### src/hdl/iai_pkg.sv
package iai_pkg;

  // Array geometry
  localparam int DEPTH     = 64;
  localparam int ELEM_BITS = 32;
  localparam int IDX_W     = $clog2(DEPTH);
  localparam int FILL_W    = $clog2(DEPTH + 1);

  // Reduction tree: first level sums groups of GRP cells
  localparam int GRP       = 8;
  localparam int NGRP      = (DEPTH + GRP - 1) / GRP;
  localparam int GRP_CNT_W = $clog2(GRP + 1);

  // Result counts are 7 bits wide and saturate
  localparam int OUT_CNT_W = 7;
  localparam int CNT_MAX   = 127;

  typedef logic [ELEM_BITS-1:0] elem_t;

  typedef enum logic [2:0] {
    OP_INSERT = 3'd0,
    OP_REMOVE = 3'd1,
    OP_GET    = 3'd2,
    OP_SET    = 3'd3,
    OP_COUNT  = 3'd4,
    OP_CLEAR  = 3'd5
  } op_e;

  typedef enum logic [1:0] {
    ST_OK    = 2'd0,
    ST_EMPTY = 2'd1,
    ST_RANGE = 2'd2,
    ST_FULL  = 2'd3
  } status_e;

  typedef enum logic [2:0] {
    S_IDLE,
    S_EXEC,
    S_RED_A,
    S_RED_B,
    S_RESP
  } state_e;

  typedef struct packed {
    logic [2:0]  op;
    logic [15:0] index;
    logic [31:0] value;
  } in_word_t;

  typedef struct packed {
    logic [1:0]           status;
    logic [31:0]          data;
    logic [OUT_CNT_W-1:0] match_count;
    logic [OUT_CNT_W-1:0] occupancy;
  } out_word_t;

  // Command broadcast to every cell of the row
  typedef struct packed {
    logic              shift_up;
    logic              shift_down;
    logic              write;
    logic              rd_sel;
    logic              cnt_en;
    logic [IDX_W-1:0]  idx;
    elem_t             value;
    logic [FILL_W-1:0] fill;
  } cell_cmd_t;

  // Saturate a count to the 7-bit result field
  function automatic logic [OUT_CNT_W-1:0] sat_cnt(input logic [FILL_W-1:0] n);
    logic [OUT_CNT_W-1:0] res;
    if (32'(n) > CNT_MAX) begin
      res = OUT_CNT_W'(CNT_MAX);
    end else begin
      res = OUT_CNT_W'(n);
    end
    return res;
  endfunction

endpackage

### src/hdl/iai_cell.sv
module iai_cell (
  input  logic                    clk,
  input  logic [iai_pkg::IDX_W-1:0] pos,
  input  logic                    exec_en,
  input  iai_pkg::cell_cmd_t      cmd,
  input  iai_pkg::elem_t          left_word,
  input  iai_pkg::elem_t          right_word,
  output iai_pkg::elem_t          word,
  output logic                    match,
  output iai_pkg::elem_t          sel_word
);

  iai_pkg::elem_t word_r, word_nxt;
  logic           match_r, match_nxt;
  iai_pkg::elem_t sel_r, sel_nxt;
  logic           held;
  logic           at_idx;

  assign held   = iai_pkg::FILL_W'(pos) < cmd.fill;
  assign at_idx = pos == cmd.idx;

  // Entry update: take from lower neighbour, upper neighbour or the command
  always_comb begin
    word_nxt = word_r;
    if (exec_en) begin
      priority if (cmd.shift_up) begin
        if (at_idx) begin
          word_nxt = cmd.value;
        end else if (pos > cmd.idx) begin
          word_nxt = left_word;
        end
      end else if (cmd.shift_down) begin
        if (pos >= cmd.idx) begin
          word_nxt = right_word;
        end
      end else if (cmd.write) begin
        if (at_idx) begin
          word_nxt = cmd.value;
        end
      end else begin
        // read-only ops leave the entry alone
        word_nxt = word_r;
      end
    end
  end

  // Per-cell compare and read select, taken from the old contents
  always_comb begin
    match_nxt = match_r;
    sel_nxt   = sel_r;
    if (exec_en) begin
      match_nxt = cmd.cnt_en && held && (word_r == cmd.value);
      sel_nxt   = (cmd.rd_sel && at_idx) ? word_r : '0;
    end
  end

  always_ff @(posedge clk) begin
    word_r  <= word_nxt;
    match_r <= match_nxt;
    sel_r   <= sel_nxt;
  end

  assign word     = word_r;
  assign match    = match_r;
  assign sel_word = sel_r;

endmodule

### config.mk
export PLATFORM = sky130hd
export DESIGN_NAME = iai_cell
export DESIGN_NICKNAME = d
export VERILOG_FILES = /design/src/hdl/iai_pkg.sv /design/src/hdl/iai_cell.sv
export SDC_FILE = /design/constraint.sdc
export NUM_CORES = 1
export LEC_CHECK = 0
export ABC_CLOCK_PERIOD_IN_PS = 12200
export BUFFER_PORTS_ARGS = -buffer_cell sky130_fd_sc_hd__buf_2
export CORE_ASPECT_RATIO = 1.75
export CORE_UTILIZATION = 29
export CTS_CLUSTER_DIAMETER = 50
export DETAILED_ROUTE_END_ITERATION = 7
export PLACE_DENSITY = 0.66
export SLEW_MARGIN = 5
export SYNTH_ARGS = -nofsm -noshare
export SYNTH_HDL_FRONTEND = slang
export SYNTH_SLANG_ARGS = --single-unit
### constraint.sdc
create_clock -name clk -period 12.2 [get_ports clk]
set_clock_uncertainty 0.2 [all_clocks]
set_input_delay 3.66 -clock clk [delete_from_list [all_inputs] [get_ports clk]]
set_output_delay 3.66 -clock clk [all_outputs]
set_load 0.05 [all_outputs]
# After elaboration in Yosys (flattened, before gate mapping)
# Cells that the tools add are included.
# W data, S select, Z words.
# totals
regBits	65
inputBits	122
output_inout_bits	65
elab_cells	23
# classes
magnitude_cmp	3
n_eq_ne	4
n_mux	7
reduce_logical	6
# ops
operator	count
$mux W32	7
$eq A32 B32 Y1	1
$lt A6 B7 Y1	1
$eq A6 B6 Y1	1
$ge A6 B6 Y1	1
$gt A6 B6 Y1	1
$ne A3 B1 Y1 const B	2
$reduce_bool A3 Y1	2
$reduce_and A5 Y1	1
$logic_and A1 B1 Y1	3

# Depth between registers and ports, before layout
# Gate-level depths: netlist of run 1.
# logic_depth
ltp_word	5
mapped_depth	8
mapped_depth_nobuf	7

# Least setup slack after synthesis of run 1
# OpenSTA, ideal clock, no wires.
# synth_timing
kind	input-to-reg
from	in cmd[42] (netlist bit)
to	reg word_r[0] (netlist: word[0]) (enable)
setup_time_ns	0.468
arrival_time_ns	6.797
t_required_ns	11.532
slack_ns	4.736
stages	7
n_path_buf	1
cell_sequence	inv_1 > ha_1 > nand3_2 > nor2_2 > buf_6 > a211oi_1 > nor3b_1
# synth_via
elab_chain_cells	3
word_cells_on_any_way	7
classes_between	order compare (2); eq/ne (3); reduce/logical (2)
# synth_lines
item	line_no	source
start: declaration	iai_cell.sv:5	input iai_pkg::cell_cmd_t cmd,
$gt A6 B6 Y1, or another cell as far along	iai_cell.sv:29	end else if (pos > cmd.idx) begin
$ne A3 B1 Y1 (no source line) or $reduce_bool A3 Y1 (tied branches)	-	
$reduce_and A5 Y1 (no source line) *	-	
end signal: assignment	iai_cell.sv:58	word_r <= word_nxt;
end: declaration	iai_cell.sv:13	iai_pkg::elem_t word_r, word_nxt;
# Mark *: on every way between the ends. The rest lies on a longest branch, timed or not.
# A chain may end at the register's enable or synchronous reset.

# Worst setup path in the final report of run 1
# layout_timing
from	in pos[3] (netlist bit)
to	reg word_r[22] (netlist: word[22]) (enable)
# layout_via
elab_chain_cells	3
word_cells_on_any_way	7
classes_between	order compare (2); eq/ne (3); reduce/logical (2)
# layout_lines
item	line_no	source
start: declaration	iai_cell.sv:3	input logic [iai_pkg::IDX_W-1:0] pos,
$gt A6 B6 Y1, or another cell as far along	iai_cell.sv:29	
$ne A3 B1 Y1 (no source line) or $reduce_bool A3 Y1 (tied branches)	-	
$reduce_and A5 Y1 (no source line) *	-	
# Marks and branches as above.

==> impl_metrics.csv, run 1 <==
group,metric,value,unit
yosys,yosysSeqAreaShare,0.503,
routing,drc_violations_left,0,
timing,timing_worst_slew_pin_value,0.854,ns
power_and_ir_drop,power_per_cell_area,129,nW/um2
worst_setup_path,path_class,"input port to flip-flop",
clocking,cts.repair_timing.setup_buffer_count,0,
placed_design,hpwl_after_detailed_placement,8.78,mm
power_and_ir_drop,p_total,0.668,mW
routing,detail-route-antenna-nets,0,
clocking,hold_bufs_inserted_after_cts,0,
timing,fin_hold_ws,0.431,ns
timing,relSlewSlack,0.431,
power_and_ir_drop,static-leakage-power,2.36,nW
worst_setup_path,crit_required,11.97,ns
floorplan,chip_height,155,um
worst_setup_path,endpoint_kind,"flip-flop",
routing,route.detailed.wl_per_inst,16.5,um
yosys,synthDistinctLibCells,32,
floorplan,pin_count,187,
worst_setup_path,critical_path_peak_fanout,65,
yosys,synthesis_warning_total,0,
timing,fmax,0.169,GHz
clocking,deepest_clock_path_buffer_count,2,
finish,fraction_of_layout_instances_using_a_drive_strength_above_1,0.383,
routing,routed_via_density,4.84,
routing,detailedRoute.firstIterationViolations,181,
hold_path,hp-class,"flip-flop to flip-flop",
worst_setup_path,worst_setup_path_start_kind,"input port",
worst_setup_path,critical_path.cell_chain,"buf_2 > ha_1 > nand3_2 > nor2_4 > buf_4 > a211oi_1 > nor3b_2 > buf_4",
timing,min_period,5.93,ns
clocking,clock_latency,0.33,ns
grt,initial_antenna_violation_count,1,
grt,grt_max_degree,66,
yosys,syn-cell-area,3880,um2
finish,nets,677,
grt,via_count_of_the_first_global_routing_pass,3444,
clocking,post_cts.resized_instances,0,
timing,drv_slew,0,
clocking,cts_sinks,65,
timing,report.final.setup_viol,0,
finish,post-route-util,0.399,
grt,grt_usage,0.173,
yosys,syn_inst,370,
worst_setup_path,timing.critical_path.slowest_stage_cell,"sky130_fd_sc_hd__buf_4",
floorplan,core_region_area,13000,um2
grt,gr-total-overflow,0,
worst_setup_path,cp_most_frequent_cell,"sky130_fd_sc_hd__buf_4",
clocking,cts_tree,"yes",
grt,grt_pass1_wl,17.5,mm
yosys,ys_seq_elements,65,
placed_design,routabilityCongestion,0.812,
routing,routed_wire_length,11.9,mm
placed_design,portBuffers,186,
clocking,cts-htree-levels,3,
yosys,synthesis.area_per_instance,10.5,um2
clocking,cts-buffers-inserted,9,
finish,mostFrequentLayoutCell,"sky130_fd_sc_hd__buf_2",
finish,leading_cell_types_in_the_layout_fill_and_taps_excluded,"sky130_fd_sc_hd__buf_2, sky130_fd_sc_hd__edfxtp_1, sky130_fd_sc_hd__nand2_1, sky130_fd_sc_hd__a211oi_1",
timing,grt_setup_unrepaired,"no",
finish,area_growth,33.8,%
floorplan,floorplan.die.width,89.4,um
clocking,cts.root.buffer_cell,"sky130_fd_sc_hd__clkbuf_16",
outcome,outcome,"completed",
floorplan,die_area,13900,um2
yosys,synthesis.nets,503,
worst_setup_path,cp_slowest_stage_delay,0.52,ns
timing,totalNegativeSetupSlack,0,ns
timing,finalHoldViolCount,0,
routing,via_count,3492,
routing,drtPass1Iterations,4,
power_and_ir_drop,vdd_ir_drop_max,58.2,uV
clocking,clkSlewWorstSetupHoldPaths,0.05,ns
floorplan,initial_utilization,0.298,
timing,finalCritPeriodShare,0.486,
worst_setup_path,cp_data_arrival_time,5.70,ns
floorplan,placement_rows,55,
flow_run,max_cap_viol_count,0,
## sequential cells by signal (all words and copies together), names as in the netlist
signal,cells
match,1
word,32
sel_word,32
## cells in the mapped netlist (all sizes together)
cell / instances / share of area
or2: 1 / 0.0016
and2b: 6 / 0.012
nand4: 5 / 0.0081
nor2b: 26 / 0.042
a211oi: 33 / 0.064
xnor2: 17 / 0.038
a21o: 2 / 0.0039
a21boi: 1 / 0.0019
nand4b: 1 / 0.0023
a31oi: 32 / 0.052
edfxtp: 65 / 0.50
o21ai: 2 / 0.0026
buf: 19 / 0.037
nand2: 64 / 0.062
nor3b: 1 / 0.0019
xor2: 15 / 0.034
inv: 12 / 0.012
o2111ai: 1 / 0.0023
nor3: 2 / 0.0039
nand2b: 1 / 0.0016
nand3: 2 / 0.0039
clkbuf: 9 / 0.0094
nor2: 1 / 0.0016
ha: 11 / 0.035
nor4: 4 / 0.0065
a21oi: 5 / 0.0065
and3: 32 / 0.052
## cells by family after synthesis
kind of cell	after synthesis	share of synthesized area
AO/OA/AOI/OAI	76	0.133
flip-flops	65	0.503
AND/OR/NAND/NOR	146	0.198
buffers and inverters	40	0.0581
XOR/XNOR	32	0.0723
adder cells (fa/ha/maj)	11	0.0355
## cell type report
| type | count | area [um2] |
|---|---|---|
| multi-input combinational | 265 | 1710 |
| inverter | 12 | 45.0 |
| clock buffer | 9 | 225 |
| timing repair buffer | 191 | 968 |
| fill | 1308 | 7820 |
| tap | 171 | 214 |
| sequential | 65 | 1950 |
| antenna | 1 | 2.50 |
| clock inverter | 7 | 71.3 |
## layer usage
layer,global-route usage,up-vias,part of all wire
met3,0.0281,29,0.056
met2,0.302,145,0.52
li1,-,1703,-
met5,0,-,0
met4,0.104,0,0.043
met1,0.192,1615,0.38
## power breakdown
group	switching, mW	leakage, nW	internal [mW]	total, mW
logic	0.0964	1.58	0.0460	0.142
clock network	0.0955	0.127	0.157	0.253
registers	0.0104	0.654	0.262	0.273
## path summary, 6_finish.rpt
check,endpoint,start,slack [ns],depth (start not counted)
max,word[22],pos[3],6.27,8
min,sel_word[25],word[25],0.43,1
max reg2reg,match,word[2],10.28,5
min reg2reg,sel_word[25],word[25],0.43,1
## per-stage QoR
stage / cell area, um2 / cells / setup WS [ns]
floorplan: 3880 / 370 / 4.74
global placement: 4890 / 704 / 6.04
detailed placement: 4890 / 704 / 5.90
CTS: 5190 / 720 / 6.26
global route: 5190 / 721 / 6.13
finish: 5190 / 721 / 6.27
## worst max-delay path: cells and delay by family
kind                     cells  cell delay [ns]
adder cells (fa/ha/maj)      1             0.32
AND/OR/NAND/NOR              3             0.44
buffers and inverters        3             1.05
AO/OA/AOI/OAI                1             0.20
(Power assumes the default switching activity.)
==> run 2, diff against run 1 <==
- ABC_CLOCK_PERIOD_IN_PS: 12200 -> 4900
- PLACE_DENSITY: 0.66 -> 0.69
- clock period: 12.2 -> 4.9 ns (I/O delays scaled with it)
==> run 2 against run 1 <==
  * Routed wire length grew 4.5%
  * Sequential power grew 150%
  * Non-clock buffer count grew 2
  * Cell count grew 0.14%
  * Global-route usage grew 0.86 points
  * Critical endpoint is now word[1]
==> impl_metrics.csv, run 2 (synthesized netlist as in run 1, its figures left out) <==
group,metric,value,unit
grt,gr-total-overflow,0,
floorplan,initial_utilization,0.298,
power_and_ir_drop,power_frac_clock,0.348,
clocking,clock_latency,0.32,ns
grt,grt_pass1_wl,18.4,mm
finish,nets,679,
clocking,cts.root.buffer_cell,"sky130_fd_sc_hd__clkbuf_16",
placed_design,routabilityCongestion,0.874,
floorplan,chip_height,155,um
worst_setup_path,cp-startpoint,"pos[0]",
worst_setup_path,critical_path.reg2reg.startpoint,"word[23]",
clocking,post_cts.resized_instances,0,
routing,routed_wire_length,12.5,mm
floorplan,pin_count,187,
routing,route.detailed.wl_per_inst,17.2,um
timing,fin_hold_ws,0.425,ns
power_and_ir_drop,net_switching_power_figure,0.489,mW
clocking,cts_tree,"yes",
power_and_ir_drop,static-leakage-power,2.37,nW
routing,detail-route-antenna-nets,0,
worst_setup_path,cp_most_frequent_cell,"sky130_fd_sc_hd__a21oi_1",
clocking,deepest_clock_path_buffer_count,2,
worst_setup_path,path_delay_family,"buffers and inverters",
power_and_ir_drop,power_per_cell_area,308,nW/um2
power_and_ir_drop,vdd_ir_drop_max,151,uV
timing,relSlewSlack,0.558,
worst_setup_path,crit_required,4.67,ns
clocking,cts.repair_timing.setup_buffer_count,0,
floorplan,die_area,13900,um2
power_and_ir_drop,comb_power_share,0.226,
clocking,cts_sinks,65,
timing,fmax,0.315,GHz
placed_design,placedInstanceArea,4910,um2
worst_setup_path,cp_slowest_stage_delay,0.41,ns
finish,fraction_of_layout_instances_using_a_drive_strength_above_1,0.378,
finish,area_growth,33.2,%
finish,leading_cell_types_in_the_layout_fill_and_taps_excluded,"sky130_fd_sc_hd__buf_2, sky130_fd_sc_hd__edfxtp_1, sky130_fd_sc_hd__nand2_1, sky130_fd_sc_hd__a211oi_1",
timing,setup_ws,1.72,ns
finish,mostFrequentLayoutCell,"sky130_fd_sc_hd__buf_2",
worst_setup_path,critical_path_cell_count,9,
worst_setup_path,endpoint_kind,"flip-flop",
worst_setup_path,cp_data_arrival_time,2.95,ns
timing,timing_worst_slew_pin_value,0.662,ns
floorplan,core_region_area,13000,um2
floorplan,floorplan.die.width,89.4,um
worst_setup_path,path_class,"input port to flip-flop",
grt,via_count_of_the_first_global_routing_pass,3601,
worst_setup_path,critical_path_sink,"word[1]",
routing,detailedRoute.firstIterationViolations,178,
timing,report.final.setup_viol,0,
routing,routed_via_density,4.93,
clocking,clkSlewWorstSetupHoldPaths,0.05,ns
clocking,cts-buffers-inserted,9,
power_and_ir_drop,netSwitchingFraction,0.307,
worst_setup_path,r2r.worst_path.cells,5,
placed_design,portBuffers,186,
hold_path,hp-class,"flip-flop to flip-flop",
finish,num-fill-cells,1279,
worst_setup_path,critical_path_peak_fanout,32,
worst_setup_path,worst_setup_path_start_kind,"input port",
flow_run,max_cap_viol_count,0,
placed_design,dp_worst_setup_slack,1.40,ns
routing,drc_violations_left,0,
worst_setup_path,timing.critical_path.slowest_stage_cell,"sky130_fd_sc_hd__buf_4",
power_and_ir_drop,pwr-share-seq,0.426,
clocking,hold_bufs_inserted_after_cts,0,
grt,grt_usage,0.182,
timing,totalNegativeSetupSlack,0,ns
worst_setup_path,regToRegEndpoint,"match",
worst_setup_path,critical_path.cell_chain,"buf_2 > inv_1 > ha_1 > nand2b_1 > a21oi_1 > o21ai_0 > a21oi_1 > nor3b_4 > buf_4",
timing,drv_slew,0,
worst_setup_path,critPathBufInv,3,
clocking,cts-htree-levels,3,
timing,grt_setup_unrepaired,"no",
grt,initial_antenna_violation_count,1,
power_and_ir_drop,internal_power_component,1.10,mW
grt,grt_max_degree,65,
timing,finalCritPeriodShare,0.648,
placed_design,hpwl_after_detailed_placement,9.26,mm
timing,min_period,3.18,ns
finish,final_design_area_no_fill,5170,um2
outcome,outcome,"completed",
routing,drtPass1Iterations,4,
timing,finalHoldViolCount,0,
worst_setup_path,rrSetupSlack,2.97,ns
floorplan,placement_rows,55,
routing,via_count,3562,
## run 2: power groups by stage
stage                     clock network, mW  logic [mW]  registers, mW
after floorplan                           0       0.115          0.797
after global routing                  0.583       0.385          0.682
after global placement                    0       0.355          0.688
after CTS                             0.566       0.363          0.678
final                                 0.553       0.360          0.678
after detailed placement                  0       0.362          0.689
## run 2: worst register-to-register path, cell delays in order, from the launching register on
cell	delay (ns)
sky130_fd_sc_hd__edfxtp_1	0.43
sky130_fd_sc_hd__xnor2_1	0.32
sky130_fd_sc_hd__nand4_1	0.13
sky130_fd_sc_hd__nor4_1	0.35
sky130_fd_sc_hd__nand4_1	0.21
sky130_fd_sc_hd__nor3_2	0.14
## run 2: area by class of cell
type / instances / area, um2 / area share
clock buffer: 10 / 229 / 0.0443
multi-input combinational: 265 / 1720 / 0.332
clock inverter: 5 / 23.8 / 0.00460
sequential: 65 / 1950 / 0.378
inverter: 12 / 45.0 / 0.00872
tap: 171 / 214 / 0.0414
timing repair buffer: 193 / 983 / 0.190
antenna: 1 / 2.50 / 0.000484
## run 2: how the worst min path moves through the flow
stage	depth (start not counted)	endpoint	slack, ns	start
2_1_floorplan	1	sel_word[26]	0.77	word[26]
3_3_place_gp	1	sel_word[9]	0.41	word[9]
3_5_place_dp	1	sel_word[9]	0.41	word[9]
4_1_cts	1	sel_word[9]	0.42	word[9]
5_1_grt	1	sel_word[9]	0.45	word[9]
6_report	1	sel_word[9]	0.43	word[9]
## run 2: through the flow
| stage | utilization | cells | power (mW) |
|---|---|---|---|
| floorplan | - | 370 | 0.912 |
| global placement | 0.378 | 706 | 1.04 |
| detailed placement | 0.378 | 706 | 1.05 |
| CTS | 0.397 | 721 | 1.61 |
| global route | 0.397 | 722 | 1.65 |
| finish | 0.397 | 722 | 1.59 |
## run 2: routing by layer
| layer | global-route usage | share of wire |
|---|---|---|
| met4 | 0.102 | 0.039 |
| met5 | 0 | 0 |
| met3 | 0.0355 | 0.044 |
| met1 | 0.190 | 0.37 |
| met2 | 0.329 | 0.54 |
